<file path="config.mk">
export PLATFORM = sky130hd
export DESIGN_NAME = bwrc_hram_mod
export DESIGN_NICKNAME = d
export VERILOG_FILES = /design/src/rtl/banked_work_ram_controller_top_defines.svh /design/src/rtl/bwrc_pkg.sv /design/src/rtl/bwrc_hram_mod.sv
export SDC_FILE = /design/constraint.sdc
export NUM_CORES = 1
export LEC_CHECK = 0
export BUFFER_PORTS_ARGS = -buffer_cell sky130_fd_sc_hd__clkbuf_2
export CAP_MARGIN = 20
export CORE_MARGIN = 1.5
export CORE_UTILIZATION = 60
export DETAILED_ROUTE_END_ITERATION = 8
export PLACE_DENSITY = 0.76
export SYNTH_ARGS = -nofsm -noshare
export SYNTH_HDL_FRONTEND = slang
export SYNTH_SLANG_ARGS = --single-unit
</file>
<file path="constraint.sdc">
create_clock -name i_clk -period 4.6 [get_ports i_clk]
set_input_delay 0.92 -clock i_clk [delete_from_list [all_inputs] [get_ports i_clk]]
set_output_delay 0.92 -clock i_clk [all_outputs]
set_load 0.005 [all_outputs]
</file>
<file path="src/rtl/banked_work_ram_controller_top_defines.svh">
// Assertion macros shared by the controller RTL.
`ifndef BANKED_WORK_RAM_CONTROLLER_TOP_DEFINES_SVH
`define BANKED_WORK_RAM_CONTROLLER_TOP_DEFINES_SVH

// Checked on every rising clock edge, reset included.
`define BWRC_ASSERT_ALWAYS(lbl, prop, msg) \
    lbl: assert property (@(posedge i_clk) prop) else $error(msg);

// Checked only while reset is released.
`define BWRC_ASSERT_RUN(lbl, prop, msg) \
    lbl: assert property (@(posedge i_clk) disable iff (!i_rst_n) prop) else $error(msg);

`endif

</file>
<file path="src/rtl/bwrc_pkg.sv">
package bwrc_pkg;

    // Field widths.
    localparam int ADDR_W = 16;
    localparam int DATA_W = 8;
    localparam int OP_W   = 3;
    localparam int MODE_W = 2;

    // Geometry. Bank size and bank count are powers of two.
    localparam int BANK_BYTES     = 4096;
    localparam int BANK_COUNT     = 256;
    localparam int HIGH_RAM_BYTES = 127;

    localparam int OFF_AW     = $clog2(BANK_BYTES);
    localparam int BANK_AW    = $clog2(BANK_COUNT);
    localparam int WRAM_DEPTH = BANK_COUNT * BANK_BYTES;
    localparam int WRAM_AW    = $clog2(WRAM_DEPTH);
    localparam int HRAM_AW    = $clog2(HIGH_RAM_BYTES);

    // Reciprocal for the high RAM modulo: the estimated quotient is low by at most one.
    localparam int RECIP_SH = 24;
    localparam int RECIP    = (1 << RECIP_SH) / HIGH_RAM_BYTES;
    localparam int RECIP_W  = $clog2(RECIP + 1);
    localparam int PROD_W   = ADDR_W + RECIP_W;

    // Operation codes.
    localparam logic [OP_W-1:0] OP_WRAM_RD = 3'd0;
    localparam logic [OP_W-1:0] OP_WRAM_WR = 3'd1;
    localparam logic [OP_W-1:0] OP_HRAM_RD = 3'd2;
    localparam logic [OP_W-1:0] OP_HRAM_WR = 3'd3;
    localparam logic [OP_W-1:0] OP_BANK_RD = 3'd4;
    localparam logic [OP_W-1:0] OP_BANK_WR = 3'd5;

    // Hardware modes; the unused code behaves as plain mode.
    localparam logic [MODE_W-1:0] MODE_PLAIN    = 2'd0;
    localparam logic [MODE_W-1:0] MODE_COLOUR   = 2'd1;
    localparam logic [MODE_W-1:0] MODE_EXTENDED = 2'd2;

    // Bank register constants.
    localparam logic [DATA_W-1:0] BANK_RESET   = 8'h01;
    localparam logic [DATA_W-1:0] BANK_LOW_MSK = 8'h07;
    localparam logic [DATA_W-1:0] COLOUR_SET   = 8'hF8;
    localparam logic [DATA_W-1:0] DATA_NONE    = 8'hFF;

    // Sequencer states.
    typedef enum logic [4:0] {
        ST_CLEAR  = 5'b00001,
        ST_IDLE   = 5'b00010,
        ST_MOD    = 5'b00100,
        ST_ACCESS = 5'b01000,
        ST_DONE   = 5'b10000
    } t_state;

endpackage

</file>
<file path="src/rtl/bwrc_hram_mod.sv">
module bwrc_hram_mod (
    input  logic                        i_clk,
    input  logic                        i_rst_n,
    input  logic                        i_start,
    input  logic [bwrc_pkg::ADDR_W-1:0] i_address,
    output logic                        o_done,
    output logic [bwrc_pkg::HRAM_AW-1:0] o_index
);

    localparam logic [bwrc_pkg::ADDR_W-1:0] HRB = bwrc_pkg::ADDR_W'(bwrc_pkg::HIGH_RAM_BYTES);

    logic [2:0]                    r_vld;
    logic [bwrc_pkg::ADDR_W-1:0]   r_a1;
    logic [bwrc_pkg::ADDR_W-1:0]   r_a2;
    logic [bwrc_pkg::PROD_W-1:0]   r_prod;
    logic [bwrc_pkg::ADDR_W-1:0]   r_qd;
    logic [bwrc_pkg::HRAM_AW-1:0]  r_idx;
    logic [bwrc_pkg::ADDR_W-1:0]   w_quot;
    logic [bwrc_pkg::ADDR_W-1:0]   w_diff;
    logic [bwrc_pkg::ADDR_W-1:0]   w_rem;

    // Stage valid flags.
    always_ff @(posedge i_clk) begin
        if (!i_rst_n) begin
            r_vld <= '0;
        end else begin
            r_vld <= {r_vld[1:0], i_start};
        end
    end

    assign w_quot = bwrc_pkg::ADDR_W'(r_prod >> bwrc_pkg::RECIP_SH);
    assign w_diff = r_a2 - r_qd;
    assign w_rem  = (w_diff >= HRB) ? (w_diff - HRB) : w_diff;

    // Multiply by the reciprocal, multiply back, then one correcting subtract.
    always_ff @(posedge i_clk) begin
        r_a1   <= i_address;
        r_prod <= bwrc_pkg::PROD_W'(i_address) *
                  bwrc_pkg::PROD_W'(bwrc_pkg::RECIP);
        r_a2   <= r_a1;
        r_qd   <= bwrc_pkg::ADDR_W'(w_quot * HRB);
        if (r_vld[1]) begin
            r_idx <= bwrc_pkg::HRAM_AW'(w_rem);
        end
    end

    assign o_done  = r_vld[2];
    assign o_index = r_idx;

endmodule

</file>
==> summary.txt, run 1 <==
Clocking
  • H-tree levels: 3
  • Reg clk slew, reported paths: 0.07 ns
  • Postcts setup bufs: 0
  • Clk Tree Root Cell: clkbuf_8
  • Inserted Clock Buffers: 9
  • Clock sinks: 68
  • Skew-Pair Late Insertion Delay: approximately 0.33 ns
  • Max clock buf depth: 2
  • CTS tree: built
  • Hold_buf cts: 0
  • Cts repair resizes: 0

Logic synthesis
  • Main flop type after synthesis: dfxtp_1
  • Synth area leader: ha_1
  • Register bit count reported by yosys: 68
  • Synth area leaders: ha_1 (24%), dfxtp_1 (23%), fa_1 (13%)
  • Post-synth top area share: 0.238
  • Synth unique cells: 65
  • Yosys warns: 0
  • EDFF count, synth: 7
  • Syn_nets: 690
  • Synth Instances: between 500 and 600
  • Syn Area/Cell: 9.94 um^2
  • Register area share after synthesis: 0.269
  • Ys async rst share: 0
  • Mapped cell area: about 0.0053 mm^2

Setup path
  • Worst Path Required: slightly below 5 ns
  • Worst-path fanout max: 3
  • Worst setup EP type: register
  • CP arrival: roughly 4.5 ns
  • Worst r2r src: r_prod[28]
  • CP Class: in2reg
  • Crit path from: i_address[8]
  • Worst setup SP type: primary input

Route
  • Routed Antenna Nets: 0
  • Vias/cell: about 5.6
  • DRC Markers: 0
  • Via Count: 3838
  • Drt first pass iters: 4
  • Routed WL: approximately 10000 um
  • Wire per inst: roughly 15 um
  • 1st-iter DRT viols: 102

STA
  • Setup_tns: 0 ns
  • Slew Limit Headroom: 0.667
  • Final Critical Period: 4.21 ns
  • Max-slew violations: 0
  • Final Hold Viols: 0
  • # setup viols final: 0
  • Final period util: 0.915
  • RSZ-0062 raised after global routing: false
  • Worst Skew: ~0.011 ns
  • Max Fclk: roughly 0.24 GHz
  • Slew at the pin closest to its max-slew limit: between 0.4 and 0.5 ns

Placed design
  • Dpl cells: 668
  • Routability cong.: 0.903
  • HPWL after detailed placement: around 8500 um
  • Port bufs: 26

Cells and area
  • Area Overhead vs Synth: 8.73%
  • Commonest non-fill, non-tap cell in the layout: ha_1
  • Final cell count without fillers: ~680
  • Most frequent cells in the layout: ha_1 (101), inv_1 (94), dfxtp_1 (61), fa_1 (35), a21oi_1 (27)
  • Inserted Diodes: 0
  • Layout Nets: just over 700
  • Fraction of layout cells with a size suffix above 1: 0.106

Run
  • MaxCap Viol Count: 0

Die
  • Initial Utilization: 0.616
  • I/O pin cnt: 27
  • Die height: 97.2 um
  • Area of the core: 0.00864 mm^2
  • DIE AREA: 0.00944 mm^2
  • Die Wd: a little under 100 um
  • # rows: 34

GRT
  • Grt total ovfl: 0
  • Gr usage total: 0.238
  • Vias in the first global route: between 4000 and 5000
  • Largest net degree at the start of global routing: 11
  • First-pass GRT wire length: about 18000 um
  • Initial antenna violation count: 0

Run status
  • Status: finished clean

Min path
  • Hold path start: r_a1[2]
  • Hold Crit Class: reg2reg
Yosys cell counts (all sizes together) (5+ instances only):
cell type	n
o21ai	21
and2	5
nor2	23
ha	101
inv	94
nand3	5
nor3	13
and3	6
a21o	6
edfxtp	7
nand2b	6
nor2b	6
xor2	10
fa	35
a21oi	28
nand2	17
dfxtp	61
a31oi	6
xnor2	21
final timing paths:
check,end,slack (ns),cells past startpoint
worst max-delay path,r_prod[31],0.39,15
worst min-delay path,r_a2[2],0.33,0
worst max register to register,r_qd[15],0.47,14
worst min register to register,r_a2[2],0.33,0
sequential cells by signal (all words and copies together), names as in the netlist:
name and count:
r_a1 16, r_a2 16, r_qd 16, r_prod 10
o_index 7, r_vld 3
per-layer routing:
metal | part of all wire | wire, um | vias to the layer above | track usage
li1 | - | - | 1895 | -
met1 | 0.44 | 4460 | 1834 | 0.288
met2 | 0.51 | 5200 | 92 | 0.434
met3 | 0.037 | 382 | 17 | 0.0317
met4 | 0.020 | 202 | 0 | 0.0803
met5 | 0 | 0 | - | 0
final cells by class:
class	count	area (um^2)
clock inverter	1	30.0
timing repair buffer	26	130
fill	671	2850
multi-input combinational	372	3530
sequential	68	1430
tap	108	135
clock buffer	14	173
inverter	94	353
kinds of logic after synthesis:
kind of cell	after synthesis	share of synthesized area
multiplexers	5	0.0106
adder cells (fa/ha/maj)	136	0.369
AND/OR/NAND/NOR	103	0.108
buffers and inverters	95	0.0670
flip-flops	68	0.269
XOR/XNOR	31	0.0524
AO/OA/AOI/OAI	97	0.124
per-stage QoR:
stage / instance area [um^2] / setup WS (ns) / hold slack [ns] / util
after floorplan: 5320 / 0.669 / 0.310 / -
after global placement: 5580 / 0.316 / 0.312 / 0.646
after detailed placement: 5580 / 0.127 / 0.312 / 0.646
after CTS: 5780 / 0.447 / 0.326 / 0.670
after global routing: 5780 / 0.201 / 0.335 / 0.670
final: 5780 / 0.393 / 0.327 / 0.670
critical path: stages:
cell	delay, ns
clkbuf_2	0.12
ha_1	0.30
inv_1	0.06
fa_1	0.50
inv_1	0.04
ha_1	0.20
ha_1	0.31
ha_1	0.24
a2111oi_0	0.45
a31oi_1	0.19
o221ai_1	0.33
o21ai_0	0.17
o21a_1	0.23
o21ai_0	0.25
xnor2_1	0.15
Power of run 1 is not shown: default switching activity piles up to over one toggle a cycle in this logic, so the estimate is an artifact.
==> run 2, diff against run 1 <==
--- a/config.mk
+++ b/config.mk
@@ -5,6 +5,7 @@
 export SDC_FILE = /design/constraint.sdc
 export NUM_CORES = 1
 export LEC_CHECK = 0
+export ABC_AREA = 1
 export BUFFER_PORTS_ARGS = -buffer_cell sky130_fd_sc_hd__clkbuf_2
 export CAP_MARGIN = 20
 export CORE_MARGIN = 1.5
==> summary.txt, run 2 <==
GRT
  • Initial antenna violation count: 0 (unchanged)
  • Gr usage total: 0.245 (+0.00653)
  • Vias in the first global route: 4401 (+8.1%)
  • Grt total ovfl: 0 (unchanged)
  • Met3 Track Usage GR: 0.0355 (+0.00386)
  • GR Layer Usage met1: 0.289 (+0.00149)
  • First-pass GRT wire length: 19200 um (+5.8%)
  • Met2 usage: 0.444 (+0.0102)
  • Busiest layer in global routing: met2
  • Largest net degree at the start of global routing: 14 (+3)

Min path
  • Hold Crit Class: reg2reg

Setup path
  • CP arrival: 4.28 ns (-0.19 ns)
  • Worst setup EP type: register
  • CP Class: reg2reg
  • Worst setup SP type: register
  • Worst-path fanout max: 4 (+1)
  • Worst Path Required: 4.87 ns (about the same)

Die
  • # rows: 35 (+2.9%)
  • Die Wd: 100 um (+3.2%)
  • Initial Utilization: 0.617 (+0.00123)
  • Die height: 100 um (+3.2%)
  • DIE AREA: 0.0101 mm^2 (+6.5%)
  • Area of the core: 0.00920 mm^2 (+6.5%)
  • I/O pin cnt: 27 (unchanged)

Route
  • Wire per inst: 13.3 um (-11%)
  • Routed Antenna Nets: 0 (unchanged)
  • DRC Markers: 0 (unchanged)
  • Vias/cell: 5.14 (-8.5%)
  • Routed WL: 11300 um (+9.8%)
  • Via Count: 4347 (+13%)
  • 1st-iter DRT viols: 148 (+45%)
  • Drt first pass iters: 4 (unchanged)

Cells and area
  • Area Overhead vs Synth: 8.31%
  • Largest regs: r_a1: 16 flops, r_a2: 16 flops, r_qd: 16 flops
  • Inserted Diodes: 0 (unchanged)
  • Filler cell count in the final layout: 772 (+15%)
  • Fraction of layout cells with a size suffix above 1: 0.0845 (-0.0216)
  • Commonest non-fill, non-tap cell in the layout: nand2_1
  • Most frequent cells in the layout: nand2_1 (159), inv_1 (136), ha_1 (101), dfxtp_1 (61), fa_1 (35)
  • Final Util: 0.669 (-0.00123)
  • Layout Nets: 884 (+22%)

Clocking
  • Max clock buf depth: 2 (unchanged)
  • Postcts setup bufs: 0 (unchanged)
  • CTS tree: built
  • Clock sinks: 68 (unchanged)
  • Hold_buf cts: 0 (unchanged)
  • H-tree levels: 3 (unchanged)
  • Clk Tree Root Cell: clkbuf_8
  • Inserted Clock Buffers: 9 (unchanged)
  • Cts repair resizes: 0 (unchanged)
  • Reg clk slew, reported paths: 0.08 ns (about the same)
  • Skew-Pair Late Insertion Delay: 0.35 ns (+0.02 ns)

Logic synthesis
  • Register bit count reported by yosys: 68 (unchanged)
  • Synth unique cells: 33 (-49%)
  • Syn Area/Cell: 8.20 um^2 (-18%)
  • Register area share after synthesis: 0.252 (-0.0169)
  • Ys async rst share: 0 (unchanged)
  • Syn_nets: 847 (+23%)
  • EDFF count, synth: 7 (unchanged)
  • Synth area leaders: ha_1 (22%), dfxtp_1 (22%), fa_1 (12%)
  • Post-synth top area share: 0.223 (-0.0149)
  • Synth area leader: ha_1
  • Post-synth top cells: nand2_1 (159), inv_1 (136), ha_1 (101)
  • Mapped cell area: 0.00568 mm^2 (+6.7%)
  • Yosys warns: 0 (unchanged)
  • Count leader, synth: nand2_1
  • Main flop type after synthesis: dfxtp_1
  • Synth Instances: 692 (+29%)

STA
  • Slew at the pin closest to its max-slew limit: 0.535 ns (+0.0395 ns)
  • Final Hold Viols: 0 (unchanged)
  • Max-slew violations: 0 (unchanged)
  • Slew Limit Headroom: 0.641 (-0.0261)
  • Worst setup margin: 0.591 ns (+0.198 ns)
  • # setup viols final: 0 (unchanged)
  • Setup_tns: 0 ns (unchanged)
  • Final Critical Period: 4.01 ns (-0.198 ns)
  • Final period util: 0.872 (-0.0431)
  • Worst Skew: 0.0124 ns (+0.00115 ns)
  • Max Fclk: 0.249 GHz (+4.9%)
  • RSZ-0062 raised after global routing: false

Run status
  • Status: finished clean

Run
  • MaxCap Viol Count: 0 (unchanged)

Placed design
  • Routability cong.: 0.865 (-4.2%)
  • HPWL after detailed placement: 9690 um (+13%)
  • Port bufs: 26 (unchanged)
  • Place WS: 0.609 ns (+0.483 ns)
## run 2: worst max-delay path, cell delays in order (launching register included)
cell	delay, ns
dfxtp_1	0.39
fa_1	0.55
inv_1	0.08
fa_1	0.57
fa_1	0.44
fa_1	0.51
inv_1	0.04
ha_1	0.34
a21oi_1	0.21
a21boi_0	0.31
o21ai_0	0.18
a31oi_1	0.18
xor2_1	0.14
## run 2: layout make-up
type	instances	area, um^2	share of cell area
multi-input combinational	483	3720	0.604
sequential	68	1430	0.233
inverter	141	529	0.0861
clock buffer	11	141	0.0230
tap	111	139	0.0226
timing repair buffer	26	130	0.0212
clock inverter	5	61.3	0.00997
## run 2: worst paths after layout
kind | from | endpoint | slack (ns) | depth (start not counted)
setup / recovery | r_prod[28] | r_qd[12] | 0.59 | 12
hold / removal | r_a1[1] | r_a2[1] | 0.32 | 0
setup reg to reg | r_prod[28] | r_qd[12] | 0.59 | 12
hold reg to reg | r_a1[1] | r_a2[1] | 0.32 | 0
## run 2: per-layer routing
metal  up-vias  share of wire
li1       2265              -
met1      1994           0.44
met2        63           0.51
met3        25          0.023
met4         0          0.025
met5         -              0
## run 2: cell families (layout without fill, tap and decap cells)
group / after synthesis / count (layout) / synth area share
DFF: 68 / 68 / 0.252
and+or+nand+nor: 258 / 258 / 0.206
adders and majority gates: 136 / 136 / 0.346
buffers and inverters: 141 / 183 / 0.0932
xor gates and xnor gates: 28 / 28 / 0.0432
AOI/OAI and AO/OA: 61 / 61 / 0.0597
## run 2: metrics by stage
step / cell area (um^2) / instances / hold WS (ns)
floorplan: 5680 / 692 / 0.310
global placement: 5950 / 829 / 0.310
detailed placement: 5950 / 829 / 0.312
CTS: 6150 / 845 / 0.316
global route: 6150 / 845 / 0.328
finish: 6150 / 845 / 0.316
Power of run 2 is left out for the same reason.
